[config.mk]
export PLATFORM = sky130hd
export DESIGN_NAME = framed_triple_word_receiver
export DESIGN_NICKNAME = d
export VERILOG_FILES = /design/src/ftwr_pkg.sv /design/src/ftwr_parser.sv /design/src/framed_triple_word_receiver.sv
export SDC_FILE = /design/constraint.sdc
export NUM_CORES = 1
export LEC_CHECK = 0
export ABC_CLOCK_PERIOD_IN_PS = 4800
export BUFFER_PORTS_ARGS = -buffer_cell sky130_fd_sc_hd__buf_2
export CORE_MARGIN = 1
export CORE_UTILIZATION = 50
export DETAILED_ROUTE_END_ITERATION = 10
export MAX_ROUTING_LAYER = met4
export PLACE_DENSITY = 0.74
export SYNTH_ARGS = -nofsm -noshare
export SYNTH_HDL_FRONTEND = slang
export SYNTH_HIERARCHICAL = 1
export SYNTH_SLANG_ARGS = --single-unit
[constraint.sdc]
create_clock -name clock -period 4.8 [get_ports clock]
set_input_delay 0.48 -clock clock [delete_from_list [all_inputs] [get_ports clock]]
set_output_delay 0.48 -clock clock [all_outputs]
set_load 0.02 [all_outputs]
[src/ftwr_pkg.sv]
`timescale 1ns / 1ps

package ftwr_pkg;

   localparam int unsigned BYTE_W = 8;
   localparam int unsigned WORD_W = 16;
   localparam int unsigned NUM_WORDS = 4;
   localparam int unsigned POS_W = 4;

   localparam logic [POS_W-1:0] POS_HUNT = 4'd0;
   localparam logic [POS_W-1:0] POS_FIRST = 4'd1;
   localparam logic [POS_W-1:0] POS_LAST_DATA = 4'd8;
   localparam logic [POS_W-1:0] POS_END = 4'd9;

   localparam logic [BYTE_W-1:0] HEADER_RESET = 8'hAF;
   localparam logic [BYTE_W-1:0] END_RESET = 8'hED;

   localparam int unsigned CSR_ADDR_W = 3;
   localparam int unsigned CSR_DATA_W = 32;
   localparam logic CSR_IDX_HEADER = 1'b0;
   localparam logic CSR_IDX_END = 1'b1;

   localparam int unsigned RSP_DATA_W = 72;

   typedef enum logic [1:0] {
      STATUS_OK      = 2'd0,
      STATUS_BAD_END = 2'd1,
      STATUS_BAD_SUM = 2'd2
   } status_type;

   typedef struct packed {
      logic                    done;
      status_type              status;
      logic signed [WORD_W-1:0] value_first;
      logic signed [WORD_W-1:0] value_second;
      logic signed [WORD_W-1:0] value_third;
      logic signed [WORD_W-1:0] sent_checksum;
   } frame_result_type;

endpackage

[src/ftwr_parser.sv]
`timescale 1ns / 1ps

module ftwr_parser (
   input  logic                              clock,
   input  logic                              reset,
   input  logic                              step,
   input  logic [ftwr_pkg::BYTE_W-1:0]       rx_byte,
   input  logic [ftwr_pkg::BYTE_W-1:0]       header_code,
   input  logic [ftwr_pkg::BYTE_W-1:0]       end_code,
   output ftwr_pkg::frame_result_type        result
);

   logic [ftwr_pkg::POS_W-1:0]  pos_ff, pos_in;
   logic [ftwr_pkg::BYTE_W-1:0] high_ff, high_in;
   logic [ftwr_pkg::WORD_W-1:0] sum_ff, sum_in;
   logic [ftwr_pkg::WORD_W-1:0] words_ff [ftwr_pkg::NUM_WORDS];
   logic [ftwr_pkg::WORD_W-1:0] word_in;
   logic [ftwr_pkg::POS_W-1:0]  pos_m1;
   logic [1:0]                  word_idx;
   logic                        in_data;
   logic                        word_wr;

   assign in_data  = (pos_ff >= ftwr_pkg::POS_FIRST) && (pos_ff <= ftwr_pkg::POS_LAST_DATA);
   assign pos_m1   = pos_ff - ftwr_pkg::POS_FIRST;
   assign word_idx = pos_m1[2:1];
   // even positions carry the low byte and complete a word
   assign word_wr  = step && in_data && !pos_ff[0];
   assign word_in  = {high_ff, rx_byte};

   always_comb begin
      pos_in  = pos_ff;
      high_in = high_ff;
      sum_in  = sum_ff;
      if (step) begin
         if (in_data) begin
            pos_in = pos_ff + 4'd1;
            if (pos_ff[0]) begin
               high_in = rx_byte;
            end else if (word_idx != 2'd3) begin
               sum_in = sum_ff + word_in;
            end
         end else if (pos_ff == ftwr_pkg::POS_END) begin
            pos_in = ftwr_pkg::POS_HUNT;
         end else if (rx_byte == header_code) begin
            pos_in  = ftwr_pkg::POS_FIRST;
            sum_in  = '0;
            high_in = '0;
         end else begin
            pos_in = ftwr_pkg::POS_HUNT;
         end
      end
   end

   always_ff @(posedge clock) begin
      if (reset) begin
         pos_ff  <= ftwr_pkg::POS_HUNT;
         high_ff <= '0;
         sum_ff  <= '0;
      end else begin
         pos_ff  <= pos_in;
         high_ff <= high_in;
         sum_ff  <= sum_in;
      end
   end

   always_ff @(posedge clock) begin
      if (word_wr) begin
         words_ff[word_idx] <= word_in;
      end
   end

   always_comb begin
      result.done          = (pos_ff == ftwr_pkg::POS_END);
      result.value_first   = words_ff[0];
      result.value_second  = words_ff[1];
      result.value_third   = words_ff[2];
      result.sent_checksum = words_ff[3];
      if (rx_byte != end_code) begin
         result.status = ftwr_pkg::STATUS_BAD_END;
      end else if (words_ff[3] != sum_ff) begin
         result.status = ftwr_pkg::STATUS_BAD_SUM;
      end else begin
         result.status = ftwr_pkg::STATUS_OK;
      end
   end

endmodule

[src/framed_triple_word_receiver.sv]
`timescale 1ns / 1ps
// Channel  Dir  Payload                                        Handshake
// req      in   tdata[7:0] rx_byte                             tvalid/tready
// rsp      out  tdata[71:0] status, 3 values, checksum         tvalid/tready
// csr      in   APB, 0x0 header_code, 0x4 end_code             psel/penable, pready=1
//
// One byte per cycle when not held up: each beat passes through the input
// register, then the parser updates its position counter and single 16-bit adder.
// A frame result is captured in the output register as its end-position byte
// leaves the input register. Reset (synchronous) returns to hunting with default
// codes. A stalled rsp holds up the input register only at an end-position byte.

module framed_triple_word_receiver (
   input  logic                                  clock,
   input  logic                                  reset,

   input  logic                                  req_tvalid,
   output logic                                  req_tready,
   input  logic [7:0]                            req_tdata,   // [7:0] rx_byte

   output logic                                  rsp_tvalid,
   input  logic                                  rsp_tready,
   // [1:0] frame_status, [17:2] value_first, [33:18] value_second,
   // [49:34] value_third, [65:50] sent_checksum, [71:66] zero
   output logic [ftwr_pkg::RSP_DATA_W-1:0]       rsp_tdata,

   input  logic                                  csr_psel,
   input  logic                                  csr_penable,
   input  logic                                  csr_pwrite,
   input  logic [ftwr_pkg::CSR_ADDR_W-1:0]       csr_paddr,
   input  logic [ftwr_pkg::CSR_DATA_W-1:0]       csr_pwdata,
   output logic [ftwr_pkg::CSR_DATA_W-1:0]       csr_prdata,
   output logic                                  csr_pready
);

   logic                          in_valid_ff, in_valid_in;
   logic [ftwr_pkg::BYTE_W-1:0]   in_byte_ff;
   logic                          out_valid_ff, out_valid_in;
   ftwr_pkg::frame_result_type    out_ff;
   ftwr_pkg::frame_result_type    result;
   logic [ftwr_pkg::BYTE_W-1:0]   header_ff, end_ff;
   logic                          advance;
   logic                          out_free;
   logic                          csr_wr;
   logic                          csr_idx;

   // ---- configuration ----
   assign csr_pready = 1'b1;
   assign csr_wr     = csr_psel && csr_penable && csr_pwrite;
   assign csr_idx    = csr_paddr[2];

   always_ff @(posedge clock) begin
      if (reset) begin
         header_ff <= ftwr_pkg::HEADER_RESET;
         end_ff    <= ftwr_pkg::END_RESET;
      end else if (csr_wr) begin
         if (csr_idx == ftwr_pkg::CSR_IDX_HEADER) begin
            header_ff <= csr_pwdata[ftwr_pkg::BYTE_W-1:0];
         end else begin
            end_ff <= csr_pwdata[ftwr_pkg::BYTE_W-1:0];
         end
      end
   end

   always_comb begin
      if (csr_idx == ftwr_pkg::CSR_IDX_HEADER) begin
         csr_prdata = {{(ftwr_pkg::CSR_DATA_W-ftwr_pkg::BYTE_W){1'b0}}, header_ff};
      end else begin
         csr_prdata = {{(ftwr_pkg::CSR_DATA_W-ftwr_pkg::BYTE_W){1'b0}}, end_ff};
      end
   end

   // ---- input register ----
   assign out_free   = !out_valid_ff || rsp_tready;
   assign advance    = in_valid_ff && (!result.done || out_free);
   assign req_tready = !in_valid_ff || advance;

   always_comb begin
      in_valid_in = in_valid_ff;
      if (req_tready) begin
         in_valid_in = req_tvalid;
      end
   end

   always_ff @(posedge clock) begin
      if (reset) begin
         in_valid_ff <= 1'b0;
      end else begin
         in_valid_ff <= in_valid_in;
      end
   end

   always_ff @(posedge clock) begin
      if (req_tvalid && req_tready) begin
         in_byte_ff <= req_tdata;
      end
   end

   ftwr_parser u_parser (
      .clock       (clock),
      .reset       (reset),
      .step        (advance),
      .rx_byte     (in_byte_ff),
      .header_code (header_ff),
      .end_code    (end_ff),
      .result      (result)
   );

   // ---- output register ----
   always_comb begin
      out_valid_in = out_valid_ff;
      if (rsp_tready) begin
         out_valid_in = 1'b0;
      end
      if (advance && result.done) begin
         out_valid_in = 1'b1;
      end
   end

   always_ff @(posedge clock) begin
      if (reset) begin
         out_valid_ff <= 1'b0;
      end else begin
         out_valid_ff <= out_valid_in;
      end
   end

   always_ff @(posedge clock) begin
      if (advance && result.done) begin
         out_ff <= result;
      end
   end

   assign rsp_tvalid = out_valid_ff;
   assign rsp_tdata  = {6'd0, out_ff.sent_checksum, out_ff.value_third,
                        out_ff.value_second, out_ff.value_first, out_ff.status};

endmodule
==> results of run 1 <==
==> state kept, by name (all words and copies together), names as in the netlist <==
register and cells:
in_valid_ff 1, end_ff 8, in_byte_ff 8, u_parser/words_ff 64, u_parser/pos_ff 4, rsp_tdata 66, header_ff 8, rsp_tvalid 1
u_parser/sum_ff 16, u_parser/high_ff 8
==> power by group through the flow <==
stage	clock [mW]	combinational, mW	sequential, mW
CTS	1.29	0.130	1.75
global route	1.35	0.143	1.75
floorplan	0	0.119	1.77
finish	1.27	0.130	1.75
detailed placement	0	0.129	1.79
global placement	0	0.125	1.78
==> per-stage QoR <==
step / cells / utilization (%) / instance area, µm² / setup WS, ns / power (mW)
global placement: 799 / 55.4 / 8050 / 1.85 / 1.91
finish: 827 / 59.0 / 8580 / 1.75 / 3.15
detailed placement: 799 / 55.4 / 8050 / 1.78 / 1.92
global route: 827 / 59.0 / 8580 / 1.54 / 3.25
CTS: 827 / 59.0 / 8580 / 1.78 / 3.17
floorplan: 554 / - / 7560 / 0.713 / 1.89
==> placed cells by master, fill, tap and decap left out, drive strengths merged, types with 3 or more instances in the layout <==
cell type | netlist | routed
a211oi | 3 | 3
a21o | 3 | 3
a21oi | 24 | 24
a22o | 3 | 3
a22oi | 12 | 12
a311oi | 3 | 3
a31oi | 5 | 5
buf | 37 | 105
clkbuf | 7 | 18
clkinv | 0 | 4
conb | 2 | 31
dfxtp | 46 | 46
edfxtp | 138 | 138
ha | 18 | 18
inv | 8 | 11
mux2 | 9 | 9
mux2i | 17 | 17
nand2 | 17 | 17
nand2b | 13 | 13
nand3 | 8 | 8
nand4 | 5 | 5
nor2 | 49 | 49
nor2b | 7 | 7
nor3 | 9 | 9
nor4 | 7 | 7
o21a | 3 | 3
o21ai | 6 | 6
xnor2 | 22 | 22
xor2 | 23 | 23
==> routing by layer <==
metal	global-route usage, %	up-vias	part of all wire [%]
met5	-	-	0
met3	4.44	14	5.9
met1	25.3	2141	43
met4	6.62	0	1.2
met2	30.9	159	49
li1	-	2080	-
==> kinds of logic (layout without fill, tap and decap cells) <==
kind of cell | after synthesis | in the layout
multiplexers | 26 | 26
buffers and inverters | 52 | 141
AO/OA/AOI/OAI | 69 | 69
other | 2 | 31
AND/OR/NAND/NOR | 128 | 128
flip-flops | 184 | 184
adder cells (fa/ha/maj) | 19 | 19
XOR/XNOR | 45 | 45
==> worst register-to-register path, stage by stage (launching register included) <==
cell and delay, ns:
dfxtp_1 0.36, inv_1 0.15, ha_1 0.19, nor2b_1 0.24
mux2_4 0.43, and4_1 0.24, a21oi_2 0.82, nor3_1 0.26
a22o_1 0.25
==> path summary, 6_finish.rpt <==
check	from	to	slack, ns	depth (start not counted)
max	u_parser/pos_ff[0]	u_parser/sum_ff[10]	1.75	8
min	req_tdata[2]	in_byte_ff[2]	0.23	1
max reg2reg	u_parser/pos_ff[0]	u_parser/sum_ff[10]	1.75	8
min reg2reg	u_parser/words_ff[2][1]	rsp_tdata[35]	0.42	0
==> cell type report <==
cell class | instances | share of cell area, %
clock buffer | 18 | 5.00
clock inverter | 10 | 1.18
inverter | 8 | 0.350
multi-input combinational | 318 | 25.5
sequential | 184 | 59.0
tap | 184 | 2.68
timing repair buffer | 105 | 6.30
==> out/metrics.csv, run 1 <==
stage,metric,value,unit
outcome,status,completed,
sta,hold_slack,0.227,ns
worst_setup_path,crit_fanout,23,
clock_tree,post_cts_buffers,0,
layout,drive_gt1_share,24.0,%
synthesis,synthMuxAreaShare,3.69,%
clock_tree,cts_buffers,17,
worst_setup_path,arrival,3.37,ns
grt,antenna_found_initial,0,
layout,regArea,5060,µm²
die,start_util,51.3,%
clock_tree,htree_levels,4,
worst_setup_path,cp_num_buf_inv,1,
synthesis,ys_warn_count,6,
worst_setup_path,cp_slowest_stage_delay,0.82,ns
sta,slew_violations,0,
synthesis,synth_area,7450,µm²
synthesis,synth_top_area_share,55.6,%
synthesis,synth_area_leaders,"edfxtp_1, dfxtp_1, buf_4",
clock_tree,cts_max_path_buffers,2,
power_and_ir_drop,vdd_drop_max,0.000261,V
sta,clock_skew,0.00686,ns
routing,vias,4394,
sta,timing.final.crit_share,63.5,%
worst_setup_path,critical_path.slowest_cell,a21oi_2,
power_and_ir_drop,pwr-share-clk,40.3,%
routing,ant_nets,0,
sta,worst_slew_margin_rel,28.0,%
synthesis,netlist_instances,525,
worst_setup_path,endpoint_kind,register,
worst_setup_path,worstPathRequired,5.12,ns
grt,grt-ovfl-total,0,
worst_setup_path,critPathTopFamily,compound AO/OA/AOI/OAI gates,
layout,nFillCells,1126,
synthesis,synthAdderAreaFrac,3.29,%
die,die_h,124,µm
grt,grt_util_all_layers,19.7,%
sta,finalSetupTns,0,ns
place,io_buffers,99,
routing,remaining_drc_errors,0,
synthesis,synth_commonest_cells,"edfxtp_1, nor2_1, dfxtp_1",
routing,routed_wl,14.1,mm
flow_run,maxCapViolCount,0,
die,ioPinCount,157,
grt,grt_pass1_vias,4013,
routing,routed_via_density,5.31,
synthesis,synth_top_family_by_area,simple AND/OR/NAND/NOR gates,
power_and_ir_drop,seqPwrFrac,55.5,%
sta,finalCriticalPeriod,3.05,ns
synthesis,yosysMostFrequentCell,edfxtp_1,
clock_tree,cts_resized,0,
synthesis,synth_compound_area_share,6.26,%
clock_tree,cts_hold_buffers,0,
routing,first_pass_iters,5,
power_and_ir_drop,swShare,21.6,%
place,gp_congestion,0.942,
clock_tree,root_buffer,clkbuf_16,
place,post-dp-hpwl,9.48,mm
die,die-area,15400,µm²
worst_setup_path,path_class,reg2reg,
layout,fin_nets,703,
clock_tree,clock-sinks,184,
layout,n_antenna_cell,0,
power_and_ir_drop,power.switching,0.680,mW
grt,grt_start_max_net_pins,67,
sta,max_freq,328,MHz
worst_setup_path,path_cells,"inv_1, ha_1, nor2b_1, mux2_4, and4_1, a21oi_2, nor3_1, a22o_1",
die,rows,44,
power_and_ir_drop,pwr-share-comb,4.1,%
synthesis,synth_xor_area_share,5.29,%
grt,grt_pass1_wl,21.2,mm
synthesis,yosys.area.top_type,edfxtp_1,
layout,multi_input_area,2190,µm²
die,core,14500,µm²
worst_hold_path,min_path_type,in2reg,
power_and_ir_drop,p_int,2.47,mW
power_and_ir_drop,p_leak,3.12,nW
layout,syn2layout_area_growth,15.2,%
clock_tree,clkSlewWorstSetupHoldPaths,0.07,ns
synthesis,seq_area_frac_synth,68.0,%
routing,wl_per_cell,17.1,µm
worst_setup_path,start_kind,register,
synthesis,ys.flop_type,edfxtp_1,
synthesis,ys_seq_elements,184,
die,die_w,124,µm
sta,rsz0062_at_grt,false,
synthesis,synthSimpleGateAreaFrac,8.83,%
synthesis,synthDistinctLibCells,55,
synthesis,synth_edf_count,138,
sta,worstMarginPinSlew,1.08,ns
power_and_ir_drop,power_density,367,nW/µm²
synthesis,async_flop_share,0,%
sta,setup_viol,0,
clock_tree,clock_latency,0.43,ns
sta,hold_violations,0,
synthesis,synth.avg_cell_area,14.2,µm²
routing,drt_first_iter_violations,387,
clock_tree,cts_tree,built,
Power figures use the tool's default switching activity.
==> run 2, diff against run 1 <==
- ABC_CLOCK_PERIOD_IN_PS: 4800 -> 2800
- CORE_UTILIZATION: 50 -> 49
- PLACE_DENSITY: 0.74 -> 0.76
- clock period: 4.8 -> 2.8 ns (I/O delays scaled with it)
==> out/metrics.csv, run 2 (synthesized netlist as in run 1, its figures left out) <==
stage,metric,value,unit,change
outcome,status,"finished, violations left",,
outcome,violations,DRC,,
routing,routed_via_density,5.38,,+1.2%
die,ioPinCount,157,,unchanged
routing,remaining_drc_errors,10,,+10
worst_setup_path,reg2reg_slack,0.30,ns,-1.45 ns
sta,hold_violations,0,,unchanged
place,gp_congestion,0.844,,-10%
worst_setup_path,critPathTopFamily,compound AO/OA/AOI/OAI gates,,
die,die_w,125,µm,+1.0%
worst_setup_path,critical_path.slowest_cell,edfxtp_1,,
worst_setup_path,cp_slowest_stage_delay,0.44,ns,-0.38 ns
routing,wl_per_cell,17.5,µm,+2.5%
sta,setup_slack,0.304,ns,-1.45 ns
worst_hold_path,min_path_type,in2reg,,
die,die_h,125,µm,+1.0%
sta,slew_violations,0,,unchanged
layout,largest_register_ff_count,66,,unchanged
clock_tree,post_cts_buffers,0,,unchanged
sta,setup_viol,0,,unchanged
power_and_ir_drop,p_int,4.23,mW,+71%
flow_run,maxCapViolCount,0,,unchanged
routing,drt_first_iter_violations,329,,-15%
grt,antenna_found_initial,0,,unchanged
clock_tree,clock-sinks,184,,unchanged
clock_tree,cts_max_path_buffers,2,,unchanged
grt,grt_pass1_wl,23.3,mm,+9.6%
clock_tree,cts_buffers,17,,unchanged
layout,fin_nets,716,,+1.8%
grt,grt_pass1_vias,4377,,+9.1%
power_and_ir_drop,vdd_drop_max,0.000449,V,+72%
sta,rsz0062_at_grt,false,,
power_and_ir_drop,pwr-share-clk,41.4,%,+1.1 points
clock_tree,htree_levels,4,,unchanged
power_and_ir_drop,p_leak,3.21,nW,+3.1%
routing,routed_wl,14.8,mm,+4.6%
die,die-area,15700,µm²,+2.0%
clock_tree,cts_tree,built,,
power_and_ir_drop,power_density,632,nW/µm²,+72%
clock_tree,clkSlewWorstSetupHoldPaths,0.07,ns,about the same
place,io_buffers,99,,unchanged
grt,grt-ovfl-total,0,,unchanged
power_and_ir_drop,finalPower,5.53,mW,+75%
layout,final_cell_mix,"edfxtp_1, buf_2, nor2_1",,
power_and_ir_drop,swShare,23.6,%,+2.0 points
worst_setup_path,worstReg2RegStart,in_byte_ff[0],,
die,rows,44,,unchanged
layout,layout_commonest_cell,edfxtp_1,,
clock_tree,cts_hold_buffers,0,,unchanged
clock_tree,clock_latency,0.43,ns,about the same
worst_setup_path,critPathCapture,u_parser/sum_ff[14],,
layout,utilization,59.6,%,+0.53 points
die,start_util,50.7,%,-0.58 points
place,dp_slack,0.188,ns,-1.59 ns
layout,drive_gt1_share,26.1,%,+2.1 points
sta,worst_slew_margin_rel,56.1,%,+28 points
power_and_ir_drop,power.switching,1.30,mW,+92%
routing,ant_nets,0,,unchanged
clock_tree,root_buffer,clkbuf_16,,
place,post-dp-hpwl,10.2,mm,+7.9%
grt,grt_util_all_layers,20.3,%,+0.61 points
routing,vias,4537,,+3.3%
worst_setup_path,reg2regPathDepth,10,,+2
worst_setup_path,worstReg2RegEnd,u_parser/sum_ff[14],,
worst_setup_path,worstPathRequired,3.12,ns,-2.00 ns
grt,grt_start_max_net_pins,67,,unchanged
worst_setup_path,path_class,reg2reg,,
sta,timing.final.crit_share,89.1,%,+26 points
power_and_ir_drop,seqPwrFrac,53.9,%,-1.6 points
routing,first_pass_iters,8,,+3
worst_setup_path,cp-startpoint,in_byte_ff[0],,
worst_setup_path,endpoint_kind,register,,
layout,syn2layout_area_growth,17.5,%,
sta,max_freq,401,MHz,+22%
worst_setup_path,start_kind,register,,
sta,worstMarginPinSlew,0.659,ns,-0.422 ns
worst_setup_path,crit_fanout,3,,-87%
worst_setup_path,path_cells,"ha_1, inv_1, fa_1, nor2b_1, o31a_1, o32ai_2, o21ai_1, a31oi_1, xnor2_1, a22o_1",,
layout,n_antenna_cell,0,,unchanged
worst_setup_path,arrival,2.81,ns,-0.56 ns
sta,clock_skew,0.00989,ns,+0.00303 ns
sta,hold_slack,0.0297,ns,-0.198 ns
power_and_ir_drop,pwr-share-comb,4.7,%,+0.6 points
die,core,14700,µm²,+1.1%
worst_setup_path,cp.depth,10,,+2
sta,finalCriticalPeriod,2.50,ns,-0.553 ns
worst_setup_path,cp_num_buf_inv,1,,unchanged
run 2: metrics by stage:
| step | setup TNS [ns] | instance area (µm²) | cells |
|---|---|---|---|
| after detailed placement | 0 | 8170 | 812 |
| after CTS | 0 | 8750 | 844 |
| after global placement | 0 | 8170 | 812 |
| after floorplan | -19.45 | 7570 | 554 |
| after global routing | 0 | 8760 | 844 |
| final | 0 | 8760 | 844 |
run 2: how the worst min path moves through the flow:
stage,endpoint,depth (start not counted),startpoint
2_1_floorplan,in_byte_ff[0],0,req_tdata[0]
3_3_place_gp,rsp_tdata[36],0,u_parser/words_ff[2][2]
3_5_place_dp,rsp_tdata[44],0,u_parser/words_ff[2][10]
4_1_cts,in_byte_ff[4],1,req_tdata[4]
5_1_grt,in_byte_ff[1],1,req_tdata[1]
6_report,in_byte_ff[4],1,req_tdata[4]
run 2: timing repair:
| action | 4_1_cts | 5_1_grt |
|---|---|---|
| hold endpoints to repair | 0 | 0 |
| resized for setup | 0 | 1 |
| endpoints found under the setup margin | 0 | 1 |
run 2: power groups by stage:
stage | logic, mW | clock network [mW] | registers, mW
3_5_place_dp | 0.256 | 0 | 3.05
3_3_place_gp | 0.248 | 0 | 3.04
5_1_grt | 0.282 | 2.43 | 2.99
6_report | 0.259 | 2.29 | 2.98
4_1_cts | 0.258 | 2.32 | 2.98
2_1_floorplan | 0.204 | 0 | 3.03
run 2: worst register-to-register path, stage by stage, from the launching register on:
cell	delay [ns]
edfxtp_1	0.44
ha_1	0.26
inv_1	0.08
fa_1	0.21
nor2b_1	0.09
o31a_1	0.30
o32ai_2	0.37
o21ai_1	0.17
a31oi_1	0.22
xnor2_1	0.08
a22o_1	0.19
run 2: cell type report:
type                    instances  area, µm²
multi-input cells             318       2190
fillers                      1089       5940
well taps                     184        230
repair buffers                118        663
inverters                       8       30.0
flip-flops and latches        184       5060
clock buffers                  18        429
clock inverters                14        149
run 2: routing by layer:
metal	global-route usage (%)	up-vias	share of wire, %
li1	-	2105	-
met1	24.2	2226	41
met2	33.8	186	51
met3	3.89	20	5.4
met4	8.46	0	1.8
met5	-	-	0
==> run 3, diff against run 2 <==
- RECOVER_POWER: unset -> 100
- SLEW_MARGIN: unset -> 20
==> out/metrics.csv, run 3 (synthesized netlist as in run 1, its figures left out) <==
stage,metric,value,unit,change
die,core,14700,µm²,unchanged
place,post-dp-hpwl,10.2,mm,unchanged
worst_setup_path,cp_num_buf_inv,3,,+2
worst_setup_path,crit_fanout,16,,+13
routing,drt_first_iter_violations,398,,+21%
layout,syn2layout_area_growth,15.2,%,
routing,ant_nets,0,,unchanged
worst_setup_path,cp_slowest_stage_delay,0.48,ns,+0.04 ns
worst_setup_path,path_cells,"inv_1, ha_1, and3b_1, a21boi_0, nand2_1, clkbuf_1, nor4_2, clkbuf_2",,
layout,n_antenna_cell,0,,unchanged
routing,remaining_drc_errors,10,,unchanged
worst_hold_path,min_path_type,in2reg,,
worst_setup_path,critical_path.slowest_cell,clkbuf_2,,
outcome,violations,DRC,,
worst_setup_path,start_kind,register,,
layout,final_cell_mix,"edfxtp_1, clkbuf_1, nor2_1",,
place,placed_cell_area,8170,µm²,unchanged
sta,setup_slack,0.216,ns,-0.0885 ns
die,die_w,125,µm,unchanged
grt,antenna_found_initial,0,,unchanged
sta,timing.final.crit_share,92.3,%,+3.2 points
sta,slew_violations,0,,unchanged
die,die-area,15700,µm²,unchanged
clock_tree,post_cts_buffers,0,,unchanged
die,die_h,125,µm,unchanged
die,rows,44,,unchanged
clock_tree,clock_latency,0.42,ns,about the same
power_and_ir_drop,p_leak,2.98,nW,-7.3%
worst_setup_path,endpoint_kind,register,,
worst_setup_path,cp.depth,8,,-2
sta,worstMarginPinSlew,0.883,ns,+0.224 ns
grt,grt_start_max_net_pins,67,,unchanged
routing,wl_per_cell,17.6,µm,+0.39%
worst_setup_path,arrival,2.65,ns,-0.16 ns
layout,fin_nets,716,,unchanged
grt,grt_pass1_vias,4377,,unchanged
routing,routed_wl,14.8,mm,+0.39%
sta,hold_violations,0,,unchanged
layout,largest_register_ff_count,66,,unchanged
power_and_ir_drop,vdd_drop_max,0.000447,V,-0.46%
place,io_buffers,99,,unchanged
grt,grt_pass1_wl,23.3,mm,unchanged
routing,first_pass_iters,10,,+2
clock_tree,htree_levels,4,,unchanged
outcome,status,"finished, violations left",,
flow_run,maxCapViolCount,0,,unchanged
clock_tree,clkSlewWorstSetupHoldPaths,0.07,ns,about the same
place,gp_congestion,0.844,,unchanged
worst_hold_path,min_delay_path_depth,1,,unchanged
grt,grt-ovfl-total,0,,unchanged
clock_tree,root_buffer,clkbuf_16,,
worst_setup_path,critPathTopFamily,buffers and inverters,,
sta,max_freq,387,MHz,-3.4%
clock_tree,cts_max_path_buffers,2,,unchanged
sta,clock_skew,0.00798,ns,-0.00192 ns
layout,layout_commonest_cell,edfxtp_1,,
clock_tree,cts_tree,built,,
worst_setup_path,path_class,reg2reg,,
clock_tree,cts_buffers,17,,unchanged
worst_setup_path,reg2regPathDepth,8,,-2
sta,rsz0062_at_grt,false,,
routing,vias,4567,,+0.66%
sta,finalCriticalPeriod,2.58,ns,+0.0885 ns
layout,stdcell_area,8580,µm²,-2.0%
sta,setup_viol,0,,unchanged
die,ioPinCount,157,,unchanged
grt,grt_util_all_layers,20.3,%,unchanged
die,start_util,50.7,%,unchanged
clock_tree,clock-sinks,184,,unchanged
worst_setup_path,worstPathRequired,2.86,ns,-0.26 ns
sta,worst_slew_margin_rel,41.1,%,-15 points
sta,hold_slack,0.0282,ns,-0.00144 ns
layout,drive_gt1_share,12.6,%,-13 points
power_and_ir_drop,power_density,643,nW/µm²,+1.8%
place,dp_slack,0.188,ns,unchanged
routing,routed_via_density,5.41,,+0.66%
[run 3: cell count changes in the layout (fill, tap and decap cells not counted), moves of 4 or more]
cell      previous run  this run
clkbuf_1             1        85
buf_2               99        22
buf_4               17         6
clkbuf_2             0         4
[run 3: worst register-to-register path, stage by stage (launching register included)]
cell      delay (ns)
dfxtp_1         0.41
inv_1           0.10
ha_1            0.21
and3b_1         0.22
a21boi_0        0.29
nand2_1         0.17
clkbuf_1        0.19
nor4_2          0.16
clkbuf_2        0.48
[run 3: final cells by class]
class                           instances  area [µm²]
Clock buffer                           18         429
Inverter                                8        30.0
Clock inverter                         14         149
Tap cell                              184         230
Multi-Input combinational cell        318        2160
Timing Repair Buffer                  118         518
Sequential cell                       184        5060
Fill cell                            1157        6110
[run 3: final timing paths]
| kind | startpoint | to | slack [ns] |
|---|---|---|---|
| setup / recovery | u_parser/pos_ff[1] | u_parser/words_ff[1][10] | 0.22 |
| hold / removal | req_tdata[4] | in_byte_ff[4] | 0.03 |
| setup reg to reg | u_parser/pos_ff[1] | u_parser/words_ff[1][10] | 0.22 |
| hold reg to reg | u_parser/words_ff[2][10] | rsp_tdata[44] | 0.42 |
[run 3: report_power, final]
part | internal, mW | total (mW) | leakage, nW | switching [mW]
logic | 0.0807 | 0.249 | 1.16 | 0.168
clock network | 1.19 | 2.29 | 0.281 | 1.10
registers | 2.95 | 2.98 | 1.54 | 0.0362
[run 3: metrics by stage]
step           cells  TNS, ns  util (%)  power, mW
3_5_place_dp     812        0      55.6       3.30
6_report         844        0      58.4       5.52
5_1_grt          844        0      58.4       5.69
4_1_cts          844        0      59.5       5.56
3_3_place_gp     812        0      55.6       3.29
2_1_floorplan    554   -19.45         -       3.24
[run 3: timing repair]
action                                  4_1_cts  5_1_grt
resized for setup                             0        1
hold buffers                                  0        0
endpoints found under the setup margin        0        1
[run 3: per-layer routing]
layer  vias to the layer above  track usage [%]  part of all wire [%]
li1                       2110                -                     -
met1                      2253             24.2                    42
met2                       185             33.8                    51
met3                        19             3.89                   5.8
met4                         0             8.46                   1.6
met5                         -                -                     0
